[src/hdl/balance_board_sample_conditioner_macros.svh]
// ----------------------------------------------------------------------------
// Assertion macros
// Shared concurrent assertion forms for the sample conditioner RTL.
// ----------------------------------------------------------------------------
`ifndef BALANCE_BOARD_SAMPLE_CONDITIONER_MACROS_SVH
`define BALANCE_BOARD_SAMPLE_CONDITIONER_MACROS_SVH

// same-cycle implication, disabled while reset is active
`define BBSC_ASSERT_IMP(lbl, clk, rstn, ante, cons, msg) \
  lbl: assert property (@(posedge clk) disable iff (!rstn) (ante) |-> (cons)) \
    else $error(msg);

// next-cycle implication, disabled while reset is active
`define BBSC_ASSERT_NXT(lbl, clk, rstn, ante, cons, msg) \
  lbl: assert property (@(posedge clk) disable iff (!rstn) (ante) |=> (cons)) \
    else $error(msg);

`endif

[src/hdl/bbsc_pkg.sv]
// ----------------------------------------------------------------------------
// bbsc_pkg
// Types and constants shared by the balance board sample conditioner.
// ----------------------------------------------------------------------------
`default_nettype none

package bbsc_pkg;

  localparam int ValueBits  = 16;
  localparam int BoardCount = 8;
  localparam int BoardW     = 3;
  localparam int OpW        = 2;
  localparam int CfgIdxW    = 2;
  localparam int NormW      = 18;
  localparam int QuotBits   = 18;
  localparam int FracShift  = 12;
  localparam int AccW       = 2 * ValueBits;

  localparam logic [ValueBits-1:0] ThresholdRst = ValueBits'(1966);
  localparam logic [ValueBits-1:0] SmoothingRst = ValueBits'(0);
  localparam logic [ValueBits-1:0] AbsentRst    = ValueBits'(1311);

  localparam logic [ValueBits-1:0] HalfScale = ValueBits'(1) << (ValueBits - 1);
  localparam logic [AccW-1:0]      RoundHalf = AccW'(1) << (ValueBits - 1);

  // saturation patterns of the signed Q5.12 result
  localparam logic [NormW-1:0] NormPosMax = {1'b0, {(NormW-1){1'b1}}};
  localparam logic [NormW-1:0] NormNegMax = {1'b1, {(NormW-1){1'b0}}};

  typedef enum logic [OpW-1:0] {
    OP_WEIGHT = 2'd0,
    OP_X      = 2'd1,
    OP_Y      = 2'd2,
    OP_NONE   = 2'd3
  } op_e;

  typedef enum logic [CfgIdxW-1:0] {
    REG_THRESHOLD = 2'd0,
    REG_SMOOTHING = 2'd1,
    REG_ABSENT    = 2'd2,
    REG_UNUSED    = 2'd3
  } reg_idx_e;

  // write request into the per-board store
  typedef struct packed {
    logic                 wr_weight;
    logic                 wr_x;
    logic                 wr_y;
    logic [BoardW-1:0]    board;
    logic [ValueBits-1:0] value;
    logic [ValueBits-1:0] peak;
  } store_wr_t;

  // per-board state read back for the current board
  typedef struct packed {
    logic [ValueBits-1:0] peak;
    logic [ValueBits-1:0] x_pos;
    logic [ValueBits-1:0] y_pos;
  } store_rd_t;

  typedef struct packed {
    logic                 start;
    logic                 neg;
    logic [ValueBits-1:0] mag;
    logic [ValueBits-1:0] divisor;
  } div_req_t;

  typedef struct packed {
    logic             done;
    logic             sat;
    logic [NormW-1:0] norm;
  } div_res_t;

endpackage

`default_nettype wire

[src/hdl/balance_board_sample_conditioner.sv]
// ----------------------------------------------------------------------------
// balance_board_sample_conditioner
// Per-board weight/peak tracking, position smoothing and normalization.
// ----------------------------------------------------------------------------
// One word is processed at a time; in_stall_o is high from acceptance until
// the result has been loaded into the output register. A weight word, an
// ignored position or an unknown kind is evaluated, then loaded into the
// output register. An applied position is evaluated, makes two passes
// through the shared 16x16 multiplier for the running average when
// smoothing is on, then goes through write-back and divider start, the
// one-bit-per-cycle divider that forms (position - 0.5) / peak, the
// capture of the signed and saturated quotient, then the output load. A
// zero peak or a quotient too large for 18 bits skips the divider
// iterations. The next word can be accepted in the cycle after the output
// load. The output register lets a new word be accepted while the previous
// result is still stalled at the output.
`default_nettype none
`include "balance_board_sample_conditioner_macros.svh"

module balance_board_sample_conditioner (
  input  wire                                   clk_i,
  input  wire                                   rst_ni,
  // configuration
  input  wire                                   cfg_we_i,
  input  wire  [bbsc_pkg::CfgIdxW-1:0]          cfg_addr_i,
  input  wire  [bbsc_pkg::ValueBits-1:0]        cfg_wdata_i,
  // sample input
  input  wire                                   in_valid_i,
  output logic                                  in_stall_o,
  input  wire  [bbsc_pkg::BoardW-1:0]           board_i,
  input  wire  [bbsc_pkg::OpW-1:0]              op_i,
  input  wire  [bbsc_pkg::ValueBits-1:0]        sample_i,
  // result output
  output logic                                  out_valid_o,
  input  wire                                   out_stall_i,
  output logic [bbsc_pkg::BoardW-1:0]           board_echo_o,
  output logic [bbsc_pkg::OpW-1:0]              kind_echo_o,
  output logic                                  applied_o,
  output logic [bbsc_pkg::ValueBits-1:0]        stored_value_o,
  output logic [bbsc_pkg::ValueBits-1:0]        peak_weight_o,
  output logic signed [bbsc_pkg::NormW-1:0]     normalized_o,
  output logic                                  saturated_o
);
  import bbsc_pkg::*;

  typedef enum logic [6:0] {
    S_IDLE = 7'b0000001,
    S_EVAL = 7'b0000010,
    S_MUL1 = 7'b0000100,
    S_MUL2 = 7'b0001000,
    S_WB   = 7'b0010000,
    S_DIV  = 7'b0100000,
    S_OUT  = 7'b1000000
  } state_e;

  state_e state_q, state_d;

  logic [ValueBits-1:0] threshold_q, smoothing_q, absent_q;

  logic [BoardW-1:0]    board_q;
  logic [OpW-1:0]       op_q;
  logic [ValueBits-1:0] sample_q;
  logic [ValueBits-1:0] old_pos_q, old_pos_d;
  logic [AccW-1:0]      acc_q, acc_d;

  logic                 res_applied_q, res_applied_d;
  logic [ValueBits-1:0] res_stored_q, res_stored_d;
  logic [ValueBits-1:0] res_peak_q, res_peak_d;
  logic [NormW-1:0]     res_norm_q, res_norm_d;
  logic                 res_sat_q, res_sat_d;

  logic                 out_valid_q;
  logic                 out_load;

  store_wr_t            wr;
  store_rd_t            rd;
  div_req_t             div_req;
  div_res_t             div_res;

  logic                 board_ok;
  logic [ValueBits-1:0] mul_a, mul_b;
  logic [AccW-1:0]      prod;
  logic [ValueBits-1:0] new_pos;

  bbsc_board_store u_store (
    .clk_i      (clk_i),
    .rst_ni     (rst_ni),
    .rd_board_i (board_q),
    .wr_i       (wr),
    .rd_o       (rd)
  );

  bbsc_divider u_div (
    .clk_i  (clk_i),
    .rst_ni (rst_ni),
    .req_i  (div_req),
    .res_o  (div_res)
  );

  // configuration registers
  always_ff @(posedge clk_i or negedge rst_ni) begin
    if (!rst_ni) begin
      threshold_q <= ThresholdRst;
      smoothing_q <= SmoothingRst;
      absent_q    <= AbsentRst;
    end else if (cfg_we_i) begin
      case (cfg_addr_i)
        REG_THRESHOLD: threshold_q <= cfg_wdata_i;
        REG_SMOOTHING: smoothing_q <= cfg_wdata_i;
        REG_ABSENT:    absent_q    <= cfg_wdata_i;
        default: ;
      endcase
    end
  end

  assign in_stall_o = (state_q != S_IDLE);
  assign board_ok   = (int'(board_q) < BoardCount);

  // shared multiplier: (1 - s) * sample first, then s * old position
  assign mul_a   = (state_q == S_MUL1) ? (ValueBits'(0) - smoothing_q) : smoothing_q;
  assign mul_b   = (state_q == S_MUL1) ? sample_q : old_pos_q;
  assign prod    = {{ValueBits{1'b0}}, mul_a} * {{ValueBits{1'b0}}, mul_b};
  assign new_pos = (smoothing_q == '0) ? sample_q : acc_q[AccW-1:ValueBits];

  assign out_load = (state_q == S_OUT) && (!out_valid_q || !out_stall_i);

  always_comb begin
    state_d       = state_q;
    old_pos_d     = old_pos_q;
    acc_d         = acc_q;
    res_applied_d = res_applied_q;
    res_stored_d  = res_stored_q;
    res_peak_d    = res_peak_q;
    res_norm_d    = res_norm_q;
    res_sat_d     = res_sat_q;
    wr            = '0;
    wr.board      = board_q;
    div_req       = '0;
    div_req.divisor = res_peak_q;

    case (state_q)
      S_IDLE: begin
        if (in_valid_i) begin
          state_d = S_EVAL;
        end
      end
      S_EVAL: begin
        res_applied_d = 1'b0;
        res_stored_d  = '0;
        res_peak_d    = '0;
        res_norm_d    = '0;
        res_sat_d     = 1'b0;
        state_d       = S_OUT;
        if (board_ok) begin
          res_peak_d = rd.peak;
          case (op_q)
            OP_WEIGHT: begin
              res_applied_d = 1'b1;
              wr.wr_weight  = 1'b1;
              if (sample_q < threshold_q) begin
                wr.value = absent_q;
                wr.peak  = threshold_q;
              end else begin
                wr.value = sample_q;
                wr.peak  = (sample_q > rd.peak) ? sample_q : rd.peak;
              end
              res_stored_d = wr.value;
              res_peak_d   = wr.peak;
            end
            OP_X, OP_Y: begin
              old_pos_d = (op_q == OP_X) ? rd.x_pos : rd.y_pos;
              if (sample_q < threshold_q) begin
                res_stored_d = old_pos_d;
              end else begin
                res_applied_d = 1'b1;
                state_d       = (smoothing_q == '0) ? S_WB : S_MUL1;
              end
            end
            default: ;
          endcase
        end
      end
      S_MUL1: begin
        acc_d   = prod + RoundHalf;
        state_d = S_MUL2;
      end
      S_MUL2: begin
        acc_d   = acc_q + prod;
        state_d = S_WB;
      end
      S_WB: begin
        wr.wr_x       = (op_q == OP_X);
        wr.wr_y       = (op_q == OP_Y);
        wr.value      = new_pos;
        res_stored_d  = new_pos;
        div_req.start = 1'b1;
        div_req.neg   = (new_pos < HalfScale);
        div_req.mag   = div_req.neg ? (HalfScale - new_pos) : (new_pos - HalfScale);
        state_d       = S_DIV;
      end
      S_DIV: begin
        if (div_res.done) begin
          res_norm_d = div_res.norm;
          res_sat_d  = div_res.sat;
          state_d    = S_OUT;
        end
      end
      S_OUT: begin
        if (out_load) begin
          state_d = S_IDLE;
        end
      end
      default: state_d = S_IDLE;
    endcase
  end

  always_ff @(posedge clk_i or negedge rst_ni) begin
    if (!rst_ni) begin
      state_q     <= S_IDLE;
      out_valid_q <= 1'b0;
    end else begin
      state_q <= state_d;
      if (out_load) begin
        out_valid_q <= 1'b1;
      end else if (!out_stall_i) begin
        out_valid_q <= 1'b0;
      end
    end
  end

  always_ff @(posedge clk_i) begin
    if (state_q == S_IDLE && in_valid_i) begin
      board_q  <= board_i;
      op_q     <= op_i;
      sample_q <= sample_i;
    end
    old_pos_q     <= old_pos_d;
    acc_q         <= acc_d;
    res_applied_q <= res_applied_d;
    res_stored_q  <= res_stored_d;
    res_peak_q    <= res_peak_d;
    res_norm_q    <= res_norm_d;
    res_sat_q     <= res_sat_d;
    if (out_load) begin
      board_echo_o   <= board_q;
      kind_echo_o    <= op_q;
      applied_o      <= res_applied_q;
      stored_value_o <= res_stored_q;
      peak_weight_o  <= res_peak_q;
      normalized_o   <= res_norm_q;
      saturated_o    <= res_sat_q;
    end
  end

  assign out_valid_o = out_valid_q;

  `BBSC_ASSERT_NXT(a_accept_to_eval, clk_i, rst_ni, in_valid_i && !in_stall_o,
                   state_q == S_EVAL, "accepted word did not enter evaluation")
  `BBSC_ASSERT_IMP(a_div_done_in_div, clk_i, rst_ni, div_res.done,
                   state_q == S_DIV, "divider finished outside the divide state")
  `BBSC_ASSERT_IMP(a_weight_no_norm, clk_i, rst_ni,
                   out_valid_o && kind_echo_o == OP_WEIGHT,
                   !saturated_o && normalized_o == '0, "weight result carries a quotient")
  `BBSC_ASSERT_IMP(a_ignored_no_sat, clk_i, rst_ni, out_valid_o && !applied_o,
                   !saturated_o, "ignored word flagged as saturated")

endmodule

`default_nettype wire

[src/hdl/bbsc_board_store.sv]
// ----------------------------------------------------------------------------
// bbsc_board_store
// Per-board weight, peak and position registers with one write port.
// ----------------------------------------------------------------------------
`default_nettype none

module bbsc_board_store (
  input  wire                        clk_i,
  input  wire                        rst_ni,
  input  wire  [bbsc_pkg::BoardW-1:0] rd_board_i,
  input  bbsc_pkg::store_wr_t        wr_i,
  output bbsc_pkg::store_rd_t        rd_o
);
  import bbsc_pkg::*;

  logic [ValueBits-1:0] weight_q [BoardCount];
  logic [ValueBits-1:0] peak_q   [BoardCount];
  logic [ValueBits-1:0] x_q      [BoardCount];
  logic [ValueBits-1:0] y_q      [BoardCount];

  always_ff @(posedge clk_i or negedge rst_ni) begin
    if (!rst_ni) begin
      for (int i = 0; i < BoardCount; i++) begin
        weight_q[i] <= '0;
        peak_q[i]   <= '0;
        x_q[i]      <= '0;
        y_q[i]      <= '0;
      end
    end else begin
      if (wr_i.wr_weight) begin
        weight_q[wr_i.board] <= wr_i.value;
        peak_q[wr_i.board]   <= wr_i.peak;
      end
      if (wr_i.wr_x) begin
        x_q[wr_i.board] <= wr_i.value;
      end
      if (wr_i.wr_y) begin
        y_q[wr_i.board] <= wr_i.value;
      end
    end
  end

  assign rd_o.peak  = peak_q[rd_board_i];
  assign rd_o.x_pos = x_q[rd_board_i];
  assign rd_o.y_pos = y_q[rd_board_i];

endmodule

`default_nettype wire

[src/hdl/bbsc_divider.sv]
// ----------------------------------------------------------------------------
// bbsc_divider
// Restoring divider, one quotient bit per cycle, for (mag << 12) / peak with
// sign and saturation to signed Q5.12.
// ----------------------------------------------------------------------------
`default_nettype none

module bbsc_divider (
  input  wire                clk_i,
  input  wire                rst_ni,
  input  bbsc_pkg::div_req_t req_i,
  output bbsc_pkg::div_res_t res_o
);
  import bbsc_pkg::*;

  localparam int StepW = $clog2(QuotBits);
  localparam int DvdW  = ValueBits + FracShift;

  logic                 busy_q;
  logic                 fin_q;
  logic [StepW-1:0]     step_q;
  logic [ValueBits-1:0] rem_q;
  logic [QuotBits-1:0]  dvd_q;
  logic [ValueBits-1:0] divisor_q;
  logic                 neg_q;
  logic                 zero_q;
  logic                 ovf_q;
  logic                 mag_zero_q;

  logic [DvdW-1:0]        dividend;
  logic                   ovf;
  logic [ValueBits+1:0]   trial;
  logic                   fits;

  assign dividend = {req_i.mag, FracShift'(0)};
  // quotient needs more than QuotBits bits
  assign ovf = ({(QuotBits - FracShift)'(0), req_i.mag} >=
                {req_i.divisor, (QuotBits - FracShift)'(0)});

  assign trial = {1'b0, rem_q, dvd_q[QuotBits-1]} - {2'b00, divisor_q};
  assign fits  = !trial[ValueBits+1];

  always_ff @(posedge clk_i or negedge rst_ni) begin
    if (!rst_ni) begin
      busy_q <= 1'b0;
      fin_q  <= 1'b0;
      step_q <= '0;
    end else begin
      fin_q <= 1'b0;
      if (req_i.start) begin
        if (req_i.divisor == '0 || ovf) begin
          fin_q <= 1'b1;
        end else begin
          busy_q <= 1'b1;
          step_q <= StepW'(QuotBits - 1);
        end
      end else if (busy_q) begin
        if (step_q == '0) begin
          busy_q <= 1'b0;
          fin_q  <= 1'b1;
        end else begin
          step_q <= step_q - 1'b1;
        end
      end
    end
  end

  always_ff @(posedge clk_i) begin
    if (req_i.start) begin
      rem_q      <= ValueBits'(dividend >> QuotBits);
      dvd_q      <= dividend[QuotBits-1:0];
      divisor_q  <= req_i.divisor;
      neg_q      <= req_i.neg;
      zero_q     <= (req_i.divisor == '0);
      ovf_q      <= ovf;
      mag_zero_q <= (req_i.mag == '0);
    end else if (busy_q) begin
      rem_q <= fits ? trial[ValueBits-1:0] : {rem_q[ValueBits-2:0], dvd_q[QuotBits-1]};
      dvd_q <= {dvd_q[QuotBits-2:0], fits};
    end
  end

  // sign and saturation of the finished quotient
  always_comb begin
    res_o.done = fin_q;
    res_o.sat  = 1'b0;
    res_o.norm = '0;
    if (zero_q) begin
      res_o.sat  = 1'b1;
      res_o.norm = mag_zero_q ? '0 : (neg_q ? NormNegMax : NormPosMax);
    end else if (ovf_q) begin
      res_o.sat  = 1'b1;
      res_o.norm = neg_q ? NormNegMax : NormPosMax;
    end else if (neg_q) begin
      // magnitude of exactly 2^17 is still representable
      if (dvd_q[QuotBits-1] && (|dvd_q[QuotBits-2:0])) begin
        res_o.sat  = 1'b1;
        res_o.norm = NormNegMax;
      end else begin
        res_o.norm = NormW'(0) - dvd_q;
      end
    end else begin
      if (dvd_q[QuotBits-1]) begin
        res_o.sat  = 1'b1;
        res_o.norm = NormPosMax;
      end else begin
        res_o.norm = dvd_q;
      end
    end
  end

endmodule

`default_nettype wire

[config.mk]
export PLATFORM = sky130hd
export DESIGN_NAME = balance_board_sample_conditioner
export DESIGN_NICKNAME = d
export VERILOG_FILES = /design/src/hdl/bbsc_pkg.sv /design/src/hdl/balance_board_sample_conditioner.sv /design/src/hdl/bbsc_board_store.sv /design/src/hdl/bbsc_divider.sv
export VERILOG_INCLUDE_DIRS = /design/src /design/src/hdl
export SDC_FILE = /design/constraint.sdc
export NUM_CORES = 2
export LEC_CHECK = 0
export BUFFER_PORTS_ARGS = -buffer_cell sky130_fd_sc_hd__buf_2
export CORE_MARGIN = 8
export CORE_UTILIZATION = 40
export CTS_BUF_LIST = sky130_fd_sc_hd__clkbuf_16
export CTS_CLUSTER_SIZE = 24
export DETAILED_ROUTE_END_ITERATION = 16
export GPL_TIMING_DRIVEN = 0
export PLACE_DENSITY = 0.62
export SLEW_MARGIN = 20
export SYNTH_ARGS = -nofsm -noshare
export SYNTH_HDL_FRONTEND = slang
export SYNTH_SLANG_ARGS = --single-unit
[constraint.sdc]
create_clock -name clk_i -period 10.5 [get_ports clk_i]
set_input_delay 2.1 -clock clk_i [delete_from_list [all_inputs] [get_ports clk_i]]
set_output_delay 2.1 -clock clk_i [all_outputs]
set_load 0.01 [all_outputs]
==> impl_metrics.env <==
export IMPL_ant_nets=0
export IMPL_grt_use_met2=0.383
export IMPL_track_usage=0.250
export IMPL_synthAdderAreaFrac=0.153
export IMPL_drt_pass1_iterations=6
export IMPL_utilization=0.459
export IMPL_placed_area_um2=45400
export IMPL_timing_fmax_mhz=97.9
export IMPL_relSlewSlack=0.137
export IMPL_gr_total_overflow=0
export IMPL_syn_to_final_growth_pct=14.5
export IMPL_period_share=0.973
export IMPL_cts_buffer_depth=3
export IMPL_crit_path_frequent_cell="fa_1"
export IMPL_clock_latency_ns=0.66
export IMPL_grt_use_met1=0.342
export IMPL_drive_gt1_frac=0.104
export IMPL_routed_wl_mm=151
export IMPL_async_reset_ff_frac=0.658
export IMPL_hold_buffers=0
export IMPL_grt_pass1_vias=35105
export IMPL_grt_pass1_wl_mm=225
export IMPL_slew_viol_final=0
export IMPL_vias=36539
export IMPL_finalSetupViolCount=0
export IMPL_critPathSlowestCell="or4_4"
export IMPL_max_stage_delay_ns=0.56
export IMPL_port_buffers=102
export IMPL_cts_root_buf="clkbuf_16"
export IMPL_wl_per_cell_um=24.4
export IMPL_fill_cells=10132
export IMPL_cp_data_arrival_time_ns=10.59
export IMPL_regArea_um2=18000
export IMPL_worst_r2r_startpoint="smoothing_q[0]$_DFFE_PN0P_"
export IMPL_whs_ns=0.416
export IMPL_numCtsBuffers=74
export IMPL_crit_type="reg -> reg"
export IMPL_chipWidth_um=343
export IMPL_via_per_inst=5.91
export IMPL_synth_xor_area_frac=0.0222
export IMPL_multi_input_area_um2=23200
export IMPL_synth_edff_count=214
export IMPL_num_rows=120
export IMPL_grt_max_degree=92
export IMPL_dp_hpwl_mm=113
export IMPL_synthSimpleGateAreaFrac=0.150
export IMPL_cp_required_ns=10.87
export IMPL_final_hold_viol_count=0
export IMPL_grt_busiest_layer="met2"
export IMPL_mostFrequentLayoutCells="520 x nor2_1, 511 x nand2_1, 430 x dfrtp_1"
export IMPL_synth_cells=4480
export IMPL_synthesis_nets=4928
export IMPL_synth_seq_cells=679
export IMPL_start_util=0.401
export IMPL_crit_path_end_kind="flip-flop"
export IMPL_clk_pin_slew_ns=0.07
export IMPL_worst_slew_pin_slew_ns=1.29
export IMPL_min_from="res_norm_q[10]$_SDFFCE_PN0P_"
export IMPL_clock_skew_ns=0.0398
export IMPL_min_path_type="reg -> reg"
export IMPL_die_area_um2=117000
export IMPL_place_congestion=0.946
export IMPL_ys_types=93
export IMPL_seq_area_frac_synth=0.421
export IMPL_synth_compound_area_frac=0.166
export IMPL_antenna_found_initial=5
export IMPL_layout_min_cycle_time_ns=10.22
export IMPL_drt_iter0_drc=4787
export IMPL_layout_commonest_cell="nor2_1"
export IMPL_crit_fanout=6
export IMPL_yosys_mux_area_fraction=0.0346
export IMPL_ys_flop_type="dfrtp_1"
export IMPL_worst_r2r_setup_slack_ns=0.28
export IMPL_synth_area_leader_cell="dfrtp_1"
export IMPL_crit_path_start="smoothing_q[0]$_DFFE_PN0P_"
export IMPL_synth_warning_count=0
export IMPL_max_cap_violations=0
export IMPL_synth_top_area_frac=0.253
export IMPL_fin_area_um2=48900
export IMPL_status="finished clean"
export IMPL_met3_usage=0.0635
export IMPL_num_io_pins=103
export IMPL_cp_start_kind="flip-flop"
export IMPL_nNetsFinal=5164
export IMPL_syn_area_um2=42700
export IMPL_synth_top_family_by_area="compound AO/OA/AOI/OAI gates"
export IMPL_drcViolationCount=0
export IMPL_synth_area_leaders="dfrtp_1 25%, edfxtp_1 15%, fa_1 9.2%"
export IMPL_core_um2=106000
export IMPL_htreeDepth=3
export IMPL_cts_tree="done"
export IMPL_synth_area_per_cell_um2=9.53
export IMPL_cts_sinks=679
export IMPL_die_h_um=343
-- Yosys cell counts (10+ instances only) --
library cell  number
nor2_1           523
nand2_1          518
dfrtp_1          431
a21oi_1          406
inv_1            329
clkbuf_1         235
edfxtp_1         214
ha_1             208
fa_1             196
nand3_1          170
o21ai_0          140
o211ai_1         135
mux2i_1           82
a22oi_1           81
a22o_1            64
xnor2_1           64
mux2_2            52
xor2_1            44
nor3_1            40
and2_1            34
or3_1             33
a221oi_1          31
o21a_1            31
a211oi_1          26
a21o_1            24
nand2b_1          24
o21ai_1           21
buf_1             20
dfxtp_1           18
nand4_1           18
nor2b_1           18
o221ai_1          18
dfstp_2           16
a31oi_1           15
o22a_1            15
and3_1            14
and4_1            14
nor4_1            11
o22ai_1           10
o31ai_1           10
-- flip-flops by register name (all words and copies together) (netlist names), 18 cells and up --
| signal | cells |
|---|---|
| u_store.peak_q | 128 |
| u_store.x_q | 128 |
| u_store.y_q | 128 |
| acc_q | 32 |
| normalized_o | 18 |
| res_norm_q | 18 |
| u_div.dvd_q | 18 |
-- path summary, 6_finish.rpt --
kind | endpoint | cells past startpoint
worst max register to register | acc_q[31]$_DFFE_PN_ | 39
max in group asynchronous | u_store.y_q[22]$_DFFE_PN0P_ | 3
worst min register to register | normalized_o[10]$_DFFE_PP_ | 0
worst max-delay path | acc_q[31]$_DFFE_PN_ | 39
worst min-delay path | normalized_o[10]$_DFFE_PP_ | 0
min in group asynchronous | u_store.peak_q[25]$_DFFE_PN0P_ | 1
-- repair_timing --
action	4_1_cts	5_1_grt
resized for setup	67	87
setup endpoints to repair	17	9
pin swaps	9	29
buffers inserted	20	28
cloned	0	1
-- area by class of cell --
type,count,area share
Antenna cell,3,0.000154
Buffer,261,0.0216
Multi-Input combinational cell,3207,0.475
Clock buffer,76,0.0389
Timing Repair Buffer,163,0.0250
Sequential cell,679,0.368
Inverter,330,0.0254
Clock inverter,62,0.00993
Tap cell,1403,0.0359
-- logic make-up (layout without fill, tap and decap cells) --
logic type / after synthesis / in the layout
simple gates: 1460 / 1460
mux: 138 / 138
xor+xnor: 108 / 108
other cells: 0 / 3
compound gates: 1097 / 1097
fa+ha+maj: 404 / 404
flops: 679 / 679
buf+inv: 594 / 892
-- per-layer routing --
metal	vias to the layer above	wire (um)	share of wire
met5	-	0	0
met4	0	6190	0.041
met3	364	16400	0.11
met2	1980	66000	0.44
met1	18069	62500	0.41
li1	16126	-	-
-- worst max-delay path, delay by kind of cell (launching register included) --
kind	cells	cell delay, ns
adder cells (fa/ha/maj)	9	3.85
XOR/XNOR	4	0.65
AND/OR/NAND/NOR	11	2.91
AO/OA/AOI/OAI	7	1.20
buffers and inverters	8	0.86
flip-flops	1	0.46
-- per-stage QoR --
stage	cells	setup slack, ns	setup TNS, ns
3_5_place_dp	5997	-2.04	-15.27
6_report	6184	0.281	0
2_1_floorplan	4480	0.183	0
4_1_cts	6153	0.00374	0
5_1_grt	6181	-0.0626	-0.0827
3_3_place_gp	5985	-2.17	-881.39
Power is not shown: default switching activity piles up to over one toggle a cycle in this logic, so the estimate is an artifact.
